==> src/hdl/timestamped_sample_interpolator_top_assert.svh <==
// Assertion macros for the timestamped sample interpolator.
`ifndef TIMESTAMPED_SAMPLE_INTERPOLATOR_TOP_ASSERT_SVH
`define TIMESTAMPED_SAMPLE_INTERPOLATOR_TOP_ASSERT_SVH
`ifndef SYNTHESIS
`define TSI_ASSERT_IMPL(label, clk, rst_n, ante, cons) \
    label: assert property (@(posedge clk) disable iff (!rst_n) (ante) |-> (cons)) \
        else $error("assertion failed");
`define TSI_ASSERT_NEXT(label, clk, rst_n, ante, cons) \
    label: assert property (@(posedge clk) disable iff (!rst_n) (ante) |=> (cons)) \
        else $error("assertion failed");
`else
`define TSI_ASSERT_IMPL(label, clk, rst_n, ante, cons)
`define TSI_ASSERT_NEXT(label, clk, rst_n, ante, cons)
`endif
`endif

==> src/hdl/tsi_pkg.sv <==
// Shared types and constants for the timestamped sample interpolator.
package tsi_pkg;
    localparam int Depth = 64;
    localparam int AddrW = $clog2(Depth);
    localparam int CntW = AddrW + 1;
    localparam int TimeW = 48;
    localparam int SampW = 32;

    localparam logic [1:0] ACT_PUSH = 2'd0;
    localparam logic [1:0] ACT_TRUNC = 2'd1;
    localparam logic [1:0] ACT_INTERP = 2'd2;
    localparam logic [1:0] ACT_UNUSED = 2'd3;

    localparam logic [1:0] ST_OK = 2'd0;
    localparam logic [1:0] ST_MISS = 2'd1;
    localparam logic [1:0] ST_FULL = 2'd2;

    typedef struct packed {
        logic [1:0] action;
        logic [TimeW-1:0] time_req;
        logic [1:0] device;
        logic signed [SampW-1:0] x_value;
        logic signed [SampW-1:0] y_value;
        logic signed [SampW-1:0] z_value;
        logic [AddrW-1:0] hint_index;
    } t_in_item;

    typedef struct packed {
        logic [TimeW-1:0] out_time;
        logic [1:0] out_device;
        logic signed [SampW-1:0] out_x;
        logic signed [SampW-1:0] out_y;
        logic signed [SampW-1:0] out_z;
        logic exact_hit;
        logic [1:0] status;
        logic [CntW-1:0] occupancy;
    } t_out_item;

    typedef struct packed {
        logic [TimeW-1:0] t;
        logic [1:0] dev;
        logic signed [SampW-1:0] x;
        logic signed [SampW-1:0] y;
        logic signed [SampW-1:0] z;
    } t_entry;

    typedef enum logic [3:0] {
        S_IDLE, S_HREAD, S_HCHK, S_WREAD, S_WCHK, S_TREAD, S_TCHK,
        S_DIV, S_MUL, S_SUM, S_OUT
    } t_state;
endpackage

==> src/hdl/tsi_cmd_queue.sv <==
// Front end: two-entry command queue between the input port and the engine.
module tsi_cmd_queue (
    input  logic              i_clk,
    input  logic              i_rst_n,
    input  logic              i_push,
    output logic              o_full,
    input  tsi_pkg::t_in_item i_item,
    output logic              o_valid,
    input  logic              i_take,
    output tsi_pkg::t_in_item o_item
);
    import tsi_pkg::*;
    t_in_item r_mem [2];
    logic r_wp, r_rp;
    logic [1:0] r_cnt;

    assign o_full = (r_cnt == 2'd2);
    assign o_valid = (r_cnt != 2'd0);
    assign o_item = r_mem[r_rp];

    always_ff @(posedge i_clk) begin
        if (i_push && !o_full) begin
            r_mem[r_wp] <= i_item;
        end
    end

    always_ff @(posedge i_clk) begin
        if (!i_rst_n) begin
            r_wp <= 1'b0;
            r_rp <= 1'b0;
            r_cnt <= 2'd0;
        end else begin
            if (i_push && !o_full) r_wp <= ~r_wp;
            if (i_take && o_valid) r_rp <= ~r_rp;
            r_cnt <= r_cnt + {1'b0, i_push && !o_full} - {1'b0, i_take && o_valid};
        end
    end
endmodule

==> config.mk <==
export PLATFORM = sky130hd
export DESIGN_NAME = tsi_cmd_queue
export DESIGN_NICKNAME = d
export VERILOG_FILES = /design/src/hdl/timestamped_sample_interpolator_top_assert.svh /design/src/hdl/tsi_pkg.sv /design/src/hdl/tsi_cmd_queue.sv
export SDC_FILE = /design/constraint.sdc
export NUM_CORES = 1
export LEC_CHECK = 0
export BUFFER_PORTS_ARGS = -buffer_cell sky130_fd_sc_hd__buf_2
export CORE_MARGIN = 2
export CORE_UTILIZATION = 52
export DETAILED_ROUTE_END_ITERATION = 12
export PLACE_DENSITY_LB_ADDON = 0.2
export SYNTH_ARGS = -nofsm -noshare
export SYNTH_HDL_FRONTEND = slang
export SYNTH_SLANG_ARGS = --single-unit
==> constraint.sdc <==
create_clock -name i_clk -period 12.3 [get_ports i_clk]
set_input_delay 2.46 -clock i_clk [delete_from_list [all_inputs] [get_ports i_clk]]
set_output_delay 2.46 -clock i_clk [all_outputs]
set_load 0.01 [all_outputs]
==> qor.json <==
{
  "synth.most_common_cell": "sky130_fd_sc_hd__edfxtp_1",
  "cts.clk_slew.worst_paths_ns": 0.06,
  "worstSetupEndpointType": "output pin",
  "yosys.cell_types.count": 18,
  "final.period_utilization": 0.414,
  "synth_xor_area_frac": 0.00227,
  "hp-class": "flip-flop to flip-flop",
  "cts_resized": 0,
  "synth_nets": 665,
  "clockRootBuffer": "sky130_fd_sc_hd__clkbuf_16",
  "worstPathMaxFanout": 57,
  "synth.largest_area_cell": "sky130_fd_sc_hd__edfxtp_1",
  "numClockSinks": 313,
  "mean_number_of_vias_per_cell": 5.03,
  "worst_path_cell_trace": "buf_4, mux2_2, buf_2",
  "fmax_mhz": 197,
  "cellInternalPower_mw": 2.19,
  "proportion_of_register_bits_with_asynchronous_set_or_reset_after_synthesis": 0,
  "layout.filler_cells": 1490,
  "synth-seq-cells": 313,
  "synth_top_family_by_area": "multiplexers",
  "seq_power_share": 0.470,
  "setup_violations": 0,
  "timing_worst_slew_pin_value_ns": 1.05,
  "cts_buffers": 30,
  "start_kind": "flip-flop",
  "yosysSeqAreaShare": 0.808,
  "rsz0062_at_grt": "false",
  "die-height_um": 153,
  "detailed_place_hpwl_um": 14800,
  "timing.slew.headroom": 0.297,
  "synthFlopType": "sky130_fd_sc_hd__edfxtp_1",
  "fp.dieArea_sq_um": 23500,
  "power.switching_fraction": 0.258,
  "fin_worst_skew_ns": 0.00894,
  "cts_post_setup_buffers_inserted": 0,
  "placementRows": 54,
  "yosysWarningCount": 0,
  "outcome": "finished clean",
  "cts_hold_buffers": 0,
  "finish.net_count": 998,
  "drt-total-wl_um": 21800,
  "synth_mux_area_frac": 0.170,
  "synth.top_cells.by_area": "sky130_fd_sc_hd__edfxtp_1, sky130_fd_sc_hd__mux2_2, sky130_fd_sc_hd__mux2_4",
  "fin_area_sq_um": 14400,
  "comb_power_share": 0.233,
  "design.portCount": 314,
  "power.switching_mw": 0.762,
  "synth_compound_gate_area_share": 0.000648,
  "post_drt_wl_per_cell_um": 19.1,
  "post_synth_instance_area_sq_um": 11600,
  "p_leak_nw": 5.50,
  "timing.critical_path.arrival_ns": 2.63,
  "port_buffers": 313,
  "postSynthCellCount": 505,
  "chipWidth_um": 153,
  "clockBufferDepth": 3,
  "htree_levels": 1,
  "post_route_drc_violation_count": 0,
  "insertion_delay_ns": 0.54,
  "maximum_capacitance_violations": 0,
  "grt_overflow": 0,
  "first_pass_iters": 4,
  "first_global_vias": 6098,
  "global_route.usage.total": 0.179,
  "clock_share_of_power": 0.296,
  "synth-adder-area-share": 0.00216,
  "antenna_violations_before_repair": 7,
  "fraction_of_post_synthesis_cell_area_in_the_top_cell_type_by_area": 0.799,
  "synth-edff-count": 308,
  "vdd_drop_max_mv": 0.142,
  "detailedRoute.firstIterationViolations": 315,
  "setup_tns_ns": 0,
  "grt_max_degree": 79,
  "power_density_nw_per_um2": 205,
  "routabilityCongestion": 0.716,
  "setup.worst_path.class": "flip-flop to output pin",
  "maxSlewViolCount": 0,
  "flow.area_growth_from_synthesis_pct": 24.2,
  "vias": 5764,
  "final-hold-violation-count": 0,
  "dpl-instance-area_sq_um": 13400,
  "synth.top_cells.by_count": "sky130_fd_sc_hd__edfxtp_1, sky130_fd_sc_hd__mux2_2, sky130_fd_sc_hd__mux2_4",
  "cp_data_required_time_ns": 9.84,
  "ant_nets": 0,
  "initial_core_utilization": 0.531,
  "final.min_clock_period_ns": 5.09,
  "worst_path_max_delay_cell": "sky130_fd_sc_hd__buf_4",
  "grt_pass1_wl_um": 32700,
  "synth_simple_gate_area_share": 0.00465,
  "drive_gt1_frac": 0.600,
  "placeable_core_area_sq_um": 21800,
  "tritoncts": "done",
  "synth.avg_cell_area_sq_um": 22.9,
  "slowest_delay_ns": 0.82
}
worst paths after layout:
check             from          end  slack (ns)  cells after the start
max          flip-flop    o_item[0]        7.21                      3
min               r_rp         r_rp        0.53                      2
max reg2reg   r_cnt[0]  r_mem[1][0]        9.44                      3
min reg2reg       r_rp         r_rp        0.53                      2
cells by family (layout without fill, tap and decap cells):
logic type               after synthesis  count (layout)
AO/OA/AOI/OAI                          1               1
XOR/XNOR                               3               3
adder cells (fa/ha/maj)                2               2
buffers and inverters                 20             377
flip-flops                           313             313
multiplexers                         155             155
other                                  0               4
AND/OR/NAND/NOR                       11              11
critical path: cells and delay by family (launching register included):
kind | cells | cell delay (ns)
buffers and inverters | 2 | 0.96
DFF | 1 | 0.62
muxes | 1 | 0.43
power by group through the flow:
stage	clock, mW	sequential (mW)	combinational [mW]
after floorplan	0	1.42	0.468
after global placement	0	1.40	0.686
after detailed placement	0	1.41	0.698
after CTS	0.895	1.39	0.701
after global routing	0.933	1.40	0.739
final	0.874	1.39	0.688
per-stage QoR:
stage                     power (mW)  hold WS [ns]  worst slack [ns]  std cells   util
after global routing            3.07         0.574              7.06       1143  0.658
after detailed placement        2.11         0.529              7.38       1086  0.615
after floorplan                 1.89         0.455              2.68        505      -
after CTS                       2.99         0.544              7.16       1142  0.658
after global placement          2.09         0.498              7.46       1086  0.615
final                           2.95         0.532              7.21       1146  0.659
per-layer routing:
metal / GRT usage / up-vias / part of all wire
met2: 0.304 / 256 / 0.49
met1: 0.212 / 2780 / 0.38
met4: 0.0542 / 6 / 0.022
li1: - / 2675 / -
met5: 0 / - / 0.0015
met3: 0.0695 / 47 / 0.10
placed cells by master, fill, tap and decap left out, types with 5 or more instances in the layout:
master,synthesis,final
sky130_fd_sc_hd__buf_2,9,313
sky130_fd_sc_hd__clkinv_1,0,5
sky130_fd_sc_hd__mux2_4,60,60
sky130_fd_sc_hd__clkbuf_1,0,10
sky130_fd_sc_hd__mux2_2,94,94
sky130_fd_sc_hd__buf_4,0,5
sky130_fd_sc_hd__clkbuf_16,0,31
sky130_fd_sc_hd__clkinv_2,0,5
sky130_fd_sc_hd__edfxtp_1,308,308
area by class of cell:
| type | count | area (sq um) | area share |
|---|---|---|---|
| Clock inverter | 13 | 111 | 0.00775 |
| Timing Repair Buffer | 318 | 1600 | 0.112 |
| Inverter | 3 | 11.3 | 0.000783 |
| Multi-Input combinational cell | 172 | 2090 | 0.146 |
| Tap cell | 280 | 350 | 0.0244 |
| Sequential cell | 313 | 9350 | 0.651 |
| Antenna cell | 4 | 10.0 | 0.000696 |
| Clock buffer | 43 | 841 | 0.0585 |
registers in the layout, summed over array words and instances (netlist names), named ones only:
name,count
r_mem,308
r_wp,1
r_rp,1
r_cnt,2
Power figures use the tool's default switching activity.
